`config.mk`:
```
export PLATFORM = sky130hd
export DESIGN_NAME = sttbl_ctrl
export DESIGN_NICKNAME = d
export VERILOG_FILES = /design/src/hw/rtl/sttbl_pkg.sv /design/src/hw/rtl/sttbl_ctrl.sv
export SDC_FILE = /design/constraint.sdc
export NUM_CORES = 1
export LEC_CHECK = 0
export ABC_AREA = 1
export BUFFER_PORTS_ARGS = -buffer_cell sky130_fd_sc_hd__buf_2
export CORE_ASPECT_RATIO = 0.8
export CORE_MARGIN = 3
export CORE_UTILIZATION = 40
export DETAILED_ROUTE_END_ITERATION = 8
export PLACE_DENSITY = 0.71
export SLEW_MARGIN = 20
export SYNTH_ARGS = -nofsm -noshare
export SYNTH_HDL_FRONTEND = slang
export SYNTH_SLANG_ARGS = --single-unit
```
`constraint.sdc`:
```
create_clock -name clk -period 3.4 [get_ports clk]
set_clock_uncertainty 0.15 [all_clocks]
set_input_delay 0.17 -clock clk [delete_from_list [all_inputs] [get_ports clk]]
set_output_delay 0.17 -clock clk [all_outputs]
set_load 0.005 [all_outputs]
```
`src/hw/rtl/sttbl_pkg.sv`:
```
// ----------------------------------------------------------------------------
// sttbl_pkg
// Shared types and constants of the software timer table.
// ----------------------------------------------------------------------------
package sttbl_pkg;

  localparam int MsPerSec   = 1000;
  localparam int DivCycles  = 5;
  localparam int DivCntW    = 3;

  // ceil(2^38 / 1000): x / 1000 == (x * Recip1000) >> RecipShift for 32-bit x
  localparam logic [31:0] Recip1000  = 32'd274877907;
  localparam int          RecipShift = 38;

  localparam logic [DivCntW-1:0] SC_QUOT  = 3'd0;
  localparam logic [DivCntW-1:0] SC_SPLIT = 3'd1;
  localparam logic [DivCntW-1:0] SC_REM   = 3'd2;
  localparam logic [DivCntW-1:0] SC_RECIP = 3'd3;

  localparam logic REG_TICK_RATE = 1'b0;

  typedef enum logic [1:0] {
    FUNC_TICK  = 2'd0,
    FUNC_REG   = 2'd1,
    FUNC_UNREG = 2'd2,
    FUNC_NONE  = 2'd3
  } func_t;

  typedef enum logic [1:0] {
    KIND_REG   = 2'd0,
    KIND_UNREG = 2'd1,
    KIND_FIRE  = 2'd2,
    KIND_DONE  = 2'd3
  } kind_t;

  typedef enum logic [2:0] {
    EM_REG_OK     = 3'd0,
    EM_REG_FAIL   = 3'd1,
    EM_UNREG_OK   = 3'd2,
    EM_UNREG_FAIL = 3'd3,
    EM_FIRE       = 3'd4,
    EM_DONE       = 3'd5
  } emit_t;

  typedef struct packed {
    logic  latch;
    logic  tick_inc;
    logic  idx_clr;
    logic  idx_free;
    logic  idx_inc;
    logic  mem_rd;
    logic  mul_start;
    logic  div_step;
    logic  wr_new;
    logic  wr_reload;
    logic  clr_active;
    logic  set_fired;
    logic  out_load;
    emit_t emit_sel;
  } cmd_t;

  typedef struct packed {
    func_t func_in;
    func_t func_q;
    logic  ms_zero;
    logic  tgt_zero;
    logic  full;
    logic  idx_last;
    logic  due;
    logic  match;
    logic  periodic;
    logic  fired;
    logic  div_done;
    logic  out_free;
  } st_t;

endpackage

```
`src/hw/rtl/sttbl_ctrl.sv`:
```
// ----------------------------------------------------------------------------
// sttbl_ctrl
// Sequencer for tick scans, timer registration and cancellation.
// ----------------------------------------------------------------------------
module sttbl_ctrl
  import sttbl_pkg::*;
(
  input  logic clk,
  input  logic rst,
  input  logic in_valid,
  output logic in_ready,
  input  st_t  st,
  output cmd_t cmd
);

  typedef enum logic [12:0] {
    S_IDLE      = 13'b0000000000001,
    S_MUL       = 13'b0000000000010,
    S_DIV       = 13'b0000000000100,
    S_WR_NEW    = 13'b0000000001000,
    S_WR_RELOAD = 13'b0000000010000,
    S_REPLY     = 13'b0000000100000,
    S_T_RD      = 13'b0000001000000,
    S_T_EV      = 13'b0000010000000,
    S_U_RD      = 13'b0000100000000,
    S_U_EV      = 13'b0001000000000,
    S_E_SCAN    = 13'b0010000000000,
    S_E_OUT     = 13'b0100000000000,
    S_E_DONE    = 13'b1000000000000
  } state_t;

  state_t state, state_next;
  emit_t  rsel, rsel_next;

  always_ff @(posedge clk) begin
    if (rst) begin
      state <= S_IDLE;
      rsel  <= EM_REG_FAIL;
    end else begin
      state <= state_next;
      rsel  <= rsel_next;
    end
  end

  always_comb begin
    state_next = state;
    rsel_next  = rsel;
    cmd        = '0;
    cmd.emit_sel = rsel;
    in_ready   = 1'b0;
    unique case (state)
      S_IDLE: begin
        in_ready = 1'b1;
        if (in_valid) begin
          cmd.latch = 1'b1;
          case (st.func_in)
            FUNC_TICK: begin
              cmd.tick_inc = 1'b1;
              cmd.idx_clr  = 1'b1;
              state_next   = S_T_RD;
            end
            FUNC_REG: begin
              if (st.ms_zero || st.full) begin
                rsel_next  = EM_REG_FAIL;
                state_next = S_REPLY;
              end else begin
                cmd.idx_free = 1'b1;
                state_next   = S_MUL;
              end
            end
            FUNC_UNREG: begin
              if (st.tgt_zero) begin
                rsel_next  = EM_UNREG_FAIL;
                state_next = S_REPLY;
              end else begin
                cmd.idx_clr = 1'b1;
                state_next  = S_U_RD;
              end
            end
            default: state_next = S_IDLE;
          endcase
        end
      end
      S_MUL: begin
        cmd.mul_start = 1'b1;
        state_next    = S_DIV;
      end
      S_DIV: begin
        cmd.div_step = 1'b1;
        if (st.div_done) begin
          state_next = (st.func_q == FUNC_TICK) ? S_WR_RELOAD : S_WR_NEW;
        end
      end
      S_WR_NEW: begin
        cmd.wr_new = 1'b1;
        rsel_next  = EM_REG_OK;
        state_next = S_REPLY;
      end
      S_WR_RELOAD: begin
        cmd.wr_reload = 1'b1;
        if (st.idx_last) begin
          cmd.idx_clr = 1'b1;
          state_next  = S_E_SCAN;
        end else begin
          cmd.idx_inc = 1'b1;
          state_next  = S_T_RD;
        end
      end
      S_T_RD: begin
        cmd.mem_rd = 1'b1;
        state_next = S_T_EV;
      end
      S_T_EV: begin
        if (st.due) begin
          cmd.set_fired = 1'b1;
        end
        if (st.due && st.periodic) begin
          state_next = S_MUL;
        end else begin
          cmd.clr_active = st.due;
          if (st.idx_last) begin
            cmd.idx_clr = 1'b1;
            state_next  = S_E_SCAN;
          end else begin
            cmd.idx_inc = 1'b1;
            state_next  = S_T_RD;
          end
        end
      end
      S_E_SCAN: begin
        if (st.fired) begin
          cmd.mem_rd = 1'b1;
          state_next = S_E_OUT;
        end else if (st.idx_last) begin
          state_next = S_E_DONE;
        end else begin
          cmd.idx_inc = 1'b1;
        end
      end
      S_E_OUT: begin
        cmd.emit_sel = EM_FIRE;
        if (st.out_free) begin
          cmd.out_load = 1'b1;
          if (st.idx_last) begin
            state_next = S_E_DONE;
          end else begin
            cmd.idx_inc = 1'b1;
            state_next  = S_E_SCAN;
          end
        end
      end
      S_E_DONE: begin
        cmd.emit_sel = EM_DONE;
        if (st.out_free) begin
          cmd.out_load = 1'b1;
          state_next   = S_IDLE;
        end
      end
      S_U_RD: begin
        cmd.mem_rd = 1'b1;
        state_next = S_U_EV;
      end
      S_U_EV: begin
        if (st.match) begin
          cmd.clr_active = 1'b1;
          rsel_next      = EM_UNREG_OK;
          state_next     = S_REPLY;
        end else if (st.idx_last) begin
          rsel_next  = EM_UNREG_FAIL;
          state_next = S_REPLY;
        end else begin
          cmd.idx_inc = 1'b1;
          state_next  = S_U_RD;
        end
      end
      S_REPLY: begin
        if (st.out_free) begin
          cmd.out_load = 1'b1;
          state_next   = S_IDLE;
        end
      end
      default: state_next = S_IDLE;
    endcase
  end

endmodule

```
==> flow_metrics.env, run 1 <==
export IMPL_grt_pass1_wl_mm=6.08
export IMPL_post_cts_buffers=0
export IMPL_cts_tree="done"
export IMPL_htreeDepth=1
export IMPL_clkSlewWorstSetupHoldPaths_ns=0.07
export IMPL_place_congestion=0.868
export IMPL_max_slew_worst_pin_slew_ns=0.377
export IMPL_finalHoldViolCount=0
export IMPL_synth_area_per_cell_sq_um=6.34
export IMPL_layout_common_cells="nand2_1, nor2_1, inv_1"
export IMPL_io_pins=34
export IMPL_start_util_pct=42.5
export IMPL_grt_usage_pct=17.8
export IMPL_total_power_mw=0.805
export IMPL_clock_latency_ns=0.26
export IMPL_avgViaCountPerCell=4.83
export IMPL_grt_pass1_vias=1321
export IMPL_setup_tns_ns=0
export IMPL_ys_seq_area_share_pct=20.1
export IMPL_coreArea_sq_um=3520
export IMPL_netlist_area_sq_um=1500
export IMPL_synth_cell_type_count=31
export IMPL_fill_cells=373
export IMPL_power_density_nw_per_um2=466
export IMPL_min_period_over_period_pct=64.4
export IMPL_whs_ns=0.0305
export IMPL_worstSetupEndpointType="output pin"
export IMPL_fmax_mhz=456
export IMPL_critPathMaxFanout=11
export IMPL_layout_drive_gt1_share_pct=29.3
export IMPL_setup_viol=0
export IMPL_syn_num_nets=258
export IMPL_cp_common_cell="nor2_4"
export IMPL_numPortBuffers=33
export IMPL_drt_wl_total_mm=3.74
export IMPL_slew_violations=0
export IMPL_relSlewSlack_pct=74.8
export IMPL_cts_buffers=3
export IMPL_synth_cells=236
export IMPL_grt_overflow=0
export IMPL_syn_to_final_growth_pct=15.6
export IMPL_die_h_microns=60.7
export IMPL_drtIter0Drc=112
export IMPL_peakVddDrop_v=0.000273
export IMPL_yosysWarnings=0
export IMPL_die_area_sq_um=4520
export IMPL_clkSinkCount=15
export IMPL_critical_path_cell_chain="nor2_4 > nand2_2 > nor2_4 > nand2_1 > a31oi_1 > buf_2"
export IMPL_layout_commonest_cell="nand2_1"
export IMPL_cp_data_required_time_ns=3.08
export IMPL_cp_top_family="simple AND/OR/NAND/NOR gates"
export IMPL_ys_seq_elements=15
export IMPL_grt_max_degree=15
export IMPL_dr_pass1_iters=4
export IMPL_nNetsFinal=293
export IMPL_die_w_microns=74.4
export IMPL_ctsResizeCount=0
export IMPL_rows=19
export IMPL_crit_buf_inv=1
export IMPL_max_stage_delay_ns=0.36
export IMPL_outcome="finished clean"
export IMPL_finalCriticalPeriod_ns=2.19
export IMPL_antenna_cells=0
export IMPL_drc=0
export IMPL_cp_slowest_cell="nor2_4"
export IMPL_start_kind="flip-flop"
export IMPL_worstPathArrival_ns=1.87
export IMPL_crit_type="flip-flop to output pin"
export IMPL_power_leakage_nw=0.999
export IMPL_rsz0062_at_grt="false"
export IMPL_min_path_type="input port to flip-flop"
export IMPL_ctsLongestPathBuffers=2
export IMPL_wl_per_cell_microns=12.0
export IMPL_dp_hpwl_mm=3.12
export IMPL_num_vias=1506
export IMPL_drv_cap=0
export IMPL_antenna_found_initial=0
export IMPL_postCtsHoldBufs=0
export IMPL_antenna_left=0
export IMPL_cts_root_buffer="clkbuf_8"
-- worst reg2reg max path: stages, from the launching register on --
cell     delay (ns)
dfxtp_1        0.34
nor2_4         0.14
nand2_2        0.13
nor2_4         0.36
nand2_1        0.21
nand3_1        0.13
nand2_1        0.06
nand2_2        0.13
inv_2          0.06
nor2_1         0.08
nor2_1         0.05
-- logic make-up after synthesis --
family | Yosys count | synth area share, %
adders and majority gates | 5 | 4.18
DFF | 15 | 20.1
and+or+nand+nor | 154 | 55.1
buffers and inverters | 44 | 12.3
AOI/OAI and AO/OA | 18 | 8.36
-- path summary, 6_finish.rpt --
check / start / endpoint / slack (ns) / cells after the start
max: state[0]$_SDFFE_PP1P_ / cmd[3] / 1.21 / 6
min: st[10] / state[4]$_SDFFE_PP0P_ / 0.03 / 4
max reg2reg: state[0]$_SDFFE_PP1P_ / state[2]$_SDFFE_PP0P_ / 1.44 / 10
min reg2reg: rsel[0]$_SDFFE_PP1P_ / rsel[0]$_SDFFE_PP1P_ / 0.34 / 2
-- where the power goes --
part | total, mW | internal, mW | switching [mW] | leakage, nW
clock | 0.154 | 0.0833 | 0.0710 | 0.0228
combinational | 0.435 | 0.145 | 0.290 | 0.855
sequential | 0.216 | 0.195 | 0.0207 | 0.122
-- sequential cells by signal, summed over array words and instances (netlist names) --
register and flops:
rsel 2, state 13
-- layer usage --
metal	routed length [microns]	up-vias	GRT usage [%]
met5	0	-	0
met4	39	0	4.82
met3	349	4	4.64
met2	1470	66	25.4
met1	1880	627	26.4
li1	-	809	-
-- cell usage after synthesis --
cell type	count	share of area, %
nand2_1	54	14
nor2_1	39	9.8
inv_1	36	9.0
nand3_1	23	7.7
dfxtp_1	15	20
nand2_2	8	3.3
nor2_4	8	6.0
ha_1	5	4.2
inv_2	5	1.3
nor2_2	4	1.7
o21ai_0	4	1.3
a21oi_1	3	1.0
a21oi_2	3	1.8
nand2_4	3	2.3
nand3_2	3	2.0
nor3_2	3	2.0
nand4_1	2	0.84
nor3_1	2	0.67
nor3b_2	2	1.7
o21ai_1	2	0.67
o22ai_1	2	0.84
a21boi_0	1	0.50
a31oi_1	1	0.42
buf_1	1	0.25
buf_6	1	0.75
buf_8	1	1.0
nand3_4	1	1.2
nand3b_4	1	1.3
nor3_4	1	1.1
o21bai_4	1	1.3
o32ai_1	1	0.59
-- stage by stage --
step	utilization [%]	area (sq um)	setup slack [ns]	instances
2_1_floorplan	-	1500	1.82	236
3_3_place_gp	47.9	1680	1.50	308
3_5_place_dp	47.9	1680	1.47	308
4_1_cts	49.1	1730	1.24	312
5_1_grt	49.1	1730	1.08	312
6_report	49.1	1730	1.21	312
-- cell type report --
class / instances / area [sq um] / share of cell area, %
multi-input combinational: 177 / 1010 / 58.5
sequential: 15 / 300 / 17.4
timing repair buffer: 33 / 165 / 9.55
inverter: 41 / 154 / 8.90
tap: 42 / 52.6 / 3.04
clock buffer: 4 / 45.0 / 2.60
(Power assumes the default switching activity.)
==> run 2, diff against run 1 <==
==> constraint.sdc (replaced) <==
create_clock -name clk -period 2.25 [get_ports clk]
set_clock_uncertainty 0.15 [all_clocks]
set_input_delay 0.1125 -clock clk [delete_from_list [all_inputs] [get_ports clk]]
set_output_delay 0.1125 -clock clk [all_outputs]
set_load 0.005 [all_outputs]
==> run 2 against run 1 <==
The flow now finishes with violations (hold timing); cell count rose by 0.96%; combinational power rose by 67%; wire length rose by 1.8%; first-iteration DRC count fell by 17%; critical path type unchanged; highest routed layer unchanged.
==> flow_metrics.env, run 2 (same netlist as run 1, synthesis figures left out) <==
export IMPL_fmax_mhz=491
export IMPL_antenna_found_initial=0
export IMPL_max_slew_worst_pin_slew_ns=0.375
export IMPL_clock_latency_ns=0.25
export IMPL_htreeDepth=1
export IMPL_cp_data_required_time_ns=1.99
export IMPL_grt_max_degree=15
export IMPL_cp_slowest_cell="dfxtp_1"
export IMPL_power_leakage_nw=1.02
export IMPL_top_register="state"
export IMPL_power_density_nw_per_um2=722
export IMPL_worstPathArrival_ns=1.78
export IMPL_numPortBuffers=33
export IMPL_post_cts_buffers=0
export IMPL_layout_drive_gt1_share_pct=30.4
export IMPL_max_stage_delay_ns=0.36
export IMPL_drv_cap=0
export IMPL_worstSetupEndpointType="output pin"
export IMPL_antenna_left=0
export IMPL_peakVddDrop_v=0.000431
export IMPL_io_pins=34
export IMPL_syn_to_final_growth_pct=18.0
export IMPL_layout_common_cells="nand2_1, nor2_1, inv_1"
export IMPL_relSlewSlack_pct=74.9
export IMPL_grt_overflow=0
export IMPL_layout_commonest_cell="nand2_1"
export IMPL_reg_largest_list="state: 13 flops, rsel: 2 flops"
export IMPL_cts_root_buffer="clkbuf_8"
export IMPL_rows=19
export IMPL_critical_path_cell_chain="inv_2 > nand2_2 > nor2_4 > nand3_1 > nand2_1 > nand3_1 > nand2_1 > buf_2"
export IMPL_finalCriticalPeriod_ns=2.04
export IMPL_slew_violations=0
export IMPL_antenna_cells=0
export IMPL_num_vias=1529
export IMPL_avgViaCountPerCell=4.85
export IMPL_postCtsHoldBufs=0
export IMPL_drtIter0Drc=93
export IMPL_rsz0062_at_grt="false"
export IMPL_clkSlewWorstSetupHoldPaths_ns=0.06
export IMPL_grt_pass1_vias=1347
export IMPL_violations="hold timing"
export IMPL_drt_wl_total_mm=3.81
export IMPL_cts_buffers=3
export IMPL_whs_ns=-0.00525
export IMPL_finalHoldViolCount=1
export IMPL_stdcell_count=315
export IMPL_largest_register_ffs=13
export IMPL_grt_pass1_wl_mm=6.11
export IMPL_coreArea_sq_um=3520
export IMPL_wl_per_cell_microns=12.1
export IMPL_critPathMaxFanout=14
export IMPL_drc=0
export IMPL_setup_viol=0
export IMPL_place_congestion=0.863
export IMPL_outcome="complete, but fails checks"
export IMPL_cts_tree="done"
export IMPL_dr_pass1_iters=4
export IMPL_clkSinkCount=15
export IMPL_crit_type="flip-flop to output pin"
export IMPL_dp_cells=308
export IMPL_die_area_sq_um=4520
export IMPL_grt_usage_pct=17.7
export IMPL_ctsResizeCount=0
export IMPL_dp_hpwl_mm=3.17
export IMPL_total_power_mw=1.28
export IMPL_nNetsFinal=296
export IMPL_min_period_over_period_pct=90.6
export IMPL_start_kind="flip-flop"
export IMPL_die_h_microns=60.7
export IMPL_min_path_type="input port to flip-flop"
export IMPL_setup_tns_ns=0
export IMPL_ctsLongestPathBuffers=2
export IMPL_die_w_microns=74.4
export IMPL_start_util_pct=42.5
-- run 2: changes by cell type in the layout (fill, tap and decap cells not counted) --
| cell | previous run | this run |
|---|---|---|
| buf_4 | 0 | 2 |
| clkinv_2 | 0 | 1 |
| buf_12 | 0 | 1 |
| clkbuf_1 | 1 | 0 |
-- run 2: report_power, final --
part / switching (mW) / internal, mW / leakage [nW] / total, mW
Clock: 0.0989 / 0.123 / 0.0255 / 0.222
Combinational: 0.458 / 0.270 / 0.875 / 0.727
Sequential: 0.0307 / 0.295 / 0.122 / 0.326
-- run 2: path summary, 6_finish.rpt --
kind	start	end	slack, ns	depth (start not counted)
hold / removal	st[10]	state[4]$_SDFFE_PP0P_	-0.005	4
setup reg to reg	state[12]$_SDFFE_PP0P_	state[1]$_SDFFE_PP0P_	0.28	9
setup / recovery	state[12]$_SDFFE_PP0P_	cmd[11]	0.21	8
hold reg to reg	rsel[0]$_SDFFE_PP1P_	rsel[0]$_SDFFE_PP1P_	0.35	2
-- run 2: critical path, delay by kind of cell, from the launching register on --
kind                   cells  cell delay [ns]
AND/OR/NAND/NOR            6             0.92
flip-flops                 1             0.36
buffers and inverters      2             0.25
-- run 2: layout make-up --
cell class                 count  area [sq um]
fill                         357          1750
multi-input combinational    177          1010
sequential                    15           300
timing repair buffer          36           200
inverter                      41           154
tap                           42          52.6
clock buffer                   3          41.3
clock inverter                 1          5.00
-- run 2: layer usage --
layer	share of wire (%)	GRT usage (%)
met5	0	0
met4	1.2	4.31
met3	6.3	4.64
met2	39	25.7
met1	53	26.2
-- run 2: stage by stage --
step / worst slack [ns] / utilization [%] / cell area, sq um
floorplan: 0.668 / - / 1500
global placement: 0.343 / 47.9 / 1680
detailed placement: 0.294 / 47.9 / 1680
CTS: 0.119 / 49.2 / 1730
global route: 0.0696 / 50.2 / 1770
finish: 0.212 / 50.2 / 1770
==> run 3, diff against run 2 <==
--- a/config.mk
+++ b/config.mk
@@ -9,9 +9,9 @@
 export BUFFER_PORTS_ARGS = -buffer_cell sky130_fd_sc_hd__buf_2
 export CORE_ASPECT_RATIO = 0.8
 export CORE_MARGIN = 3
-export CORE_UTILIZATION = 40
+export CORE_UTILIZATION = 35
 export DETAILED_ROUTE_END_ITERATION = 8
-export PLACE_DENSITY = 0.71
+export PLACE_DENSITY = 0.65
 export SLEW_MARGIN = 20
 export SYNTH_ARGS = -nofsm -noshare
 export SYNTH_HDL_FRONTEND = slang
==> run 3 against run 2 <==
The flow now finishes without violations; fmax shrank 4.6%; utilization shrank 4.7 points; total power shrank 0.32%; combinational power shrank 2.8%; critical path type unchanged; critical endpoint unchanged; largest power group unchanged; highest routed layer unchanged.
==> flow_metrics.env, run 3 (same netlist as run 1, synthesis figures left out) <==
export IMPL_outcome="finished clean"
export IMPL_largest_register_ffs=13
export IMPL_min_period_over_period_pct=94.9
export IMPL_grt_pass1_vias=1382
export IMPL_drc=0
export IMPL_worstSetupEndpointType="output pin"
export IMPL_dr_pass1_iters=4
export IMPL_cp_data_required_time_ns=1.99
export IMPL_top_register="state"
export IMPL_relSlewSlack_pct=75.8
export IMPL_antenna_cells=0
export IMPL_grt_overflow=0
export IMPL_max_slew_worst_pin_slew_ns=0.363
export IMPL_drt_wl_total_mm=3.99
export IMPL_layout_drive_gt1_share_pct=30.4
export IMPL_peakVddDrop_v=0.000365
export IMPL_layout_commonest_cell="nand2_1"
export IMPL_clock_latency_ns=0.26
export IMPL_layout_common_cells="nand2_1, nor2_1, inv_1"
export IMPL_place_congestion=0.833
export IMPL_power_density_nw_per_um2=707
export IMPL_setup_viol=0
export IMPL_antenna_left=0
export IMPL_critPathMaxFanout=8
export IMPL_start_util_pct=37.8
export IMPL_cts_buffers=3
export IMPL_io_pins=34
export IMPL_final_util_pct=45.4
export IMPL_syn_to_final_growth_pct=20.1
export IMPL_cts_tree="done"
export IMPL_antenna_found_initial=0
export IMPL_crit_type="flip-flop to output pin"
export IMPL_finalCriticalPeriod_ns=2.14
export IMPL_ctsResizeCount=0
export IMPL_die_h_microns=64.5
export IMPL_cts_root_buffer="clkbuf_8"
export IMPL_avgViaCountPerCell=4.64
export IMPL_reg_largest_list="state: 13 flops, rsel: 2 flops"
export IMPL_die_w_microns=79.1
export IMPL_rrSetupSlack_ns=0.25
export IMPL_drv_cap=0
export IMPL_fmax_mhz=468
export IMPL_clkSlewWorstSetupHoldPaths_ns=0.07
export IMPL_grt_usage_pct=16.0
export IMPL_htreeDepth=1
export IMPL_numPortBuffers=33
export IMPL_rows=20
export IMPL_finalHoldViolCount=0
export IMPL_grt_max_degree=15
export IMPL_clkSinkCount=15
export IMPL_start_kind="flip-flop"
export IMPL_num_vias=1537
export IMPL_worstPathArrival_ns=1.87
export IMPL_fill_cells=444
export IMPL_total_power_mw=1.27
export IMPL_power_leakage_nw=1.03
export IMPL_wl_per_cell_microns=12.1
export IMPL_nNetsFinal=299
export IMPL_coreArea_sq_um=3950
export IMPL_final_cell_area_sq_um=1800
export IMPL_slew_violations=0
export IMPL_whs_ns=0.0482
export IMPL_dp_hpwl_mm=3.20
export IMPL_placed_cell_area_sq_um=1700
export IMPL_drtIter0Drc=73
export IMPL_ctsLongestPathBuffers=2
export IMPL_grt_pass1_wl_mm=6.40
export IMPL_die_area_sq_um=5100
export IMPL_min_path_type="input port to flip-flop"
==> run 3: cell types whose count changed in the layout (fill, tap and decap cells not counted), sizes merged <==
cell / previous run / this run
buf: 36 / 37
dlygate4sd3: 0 / 2
==> run 3: metrics by stage <==
stage | TNS, ns | worst slack, ns | instances
final | 0 | 0.114 | 331
after global routing | -0.00272 | -0.00272 | 331
after CTS | 0 | 0.0762 | 327
after detailed placement | 0 | 0.246 | 321
after global placement | 0 | 0.249 | 321
after floorplan | 0 | 0.668 | 236
==> run 3: routing by layer <==
layer | routed length [microns] | vias to the layer above | GRT usage, %
li1 | - | 817 | -
met1 | 2100 | 670 | 23.6
met2 | 1610 | 48 | 23.3
met3 | 264 | 2 | 4.31
met4 | 17 | 0 | 3.22
met5 | 0 | - | 0
==> run 3: repair_timing <==
action,in CTS,in global routing
endpoints found under the hold margin,1,0
hold buffers,2,0
buffers inserted,0,4
setup endpoints to repair,0,2
==> run 3: final cells by class <==
type                    count  area (sq um)  share of cell area [%]
multi-input cells         177          1010                    56.3
repair buffers             39           215                    12.0
clock buffers               3          41.3                    2.30
well taps                  55          68.8                    3.83
clock inverters             1          5.00                   0.279
flip-flops and latches     15           300                    16.7
inverters                  41           154                    8.57
==> run 3: power breakdown <==
part	total [mW]	switching [mW]	internal [mW]
logic	0.707	0.447	0.260
registers	0.327	0.0317	0.295
clock network	0.237	0.114	0.123
==> run 3: critical path, stage by stage, from the launching register on <==
cell	delay [ns]
dfxtp_1	0.36
nor2_4	0.19
nand2_4	0.11
nor2_4	0.25
buf_4	0.17
nand3b_4	0.10
nor3_4	0.17
nor2_1	0.07
nand2_1	0.09
buf_2	0.12
==> run 3: worst paths after layout <==
check                                      startpoint                     end  depth (start not counted)
worst min register to register   rsel[0]$_SDFFE_PP1P_    rsel[0]$_SDFFE_PP1P_                          2
worst max register to register  state[5]$_SDFFE_PP0P_   state[1]$_SDFFE_PP0P_                         11
worst min-delay path                            st[2]  state[11]$_SDFFE_PP0P_                          3
worst max-delay path            state[5]$_SDFFE_PP0P_                 cmd[11]                          9
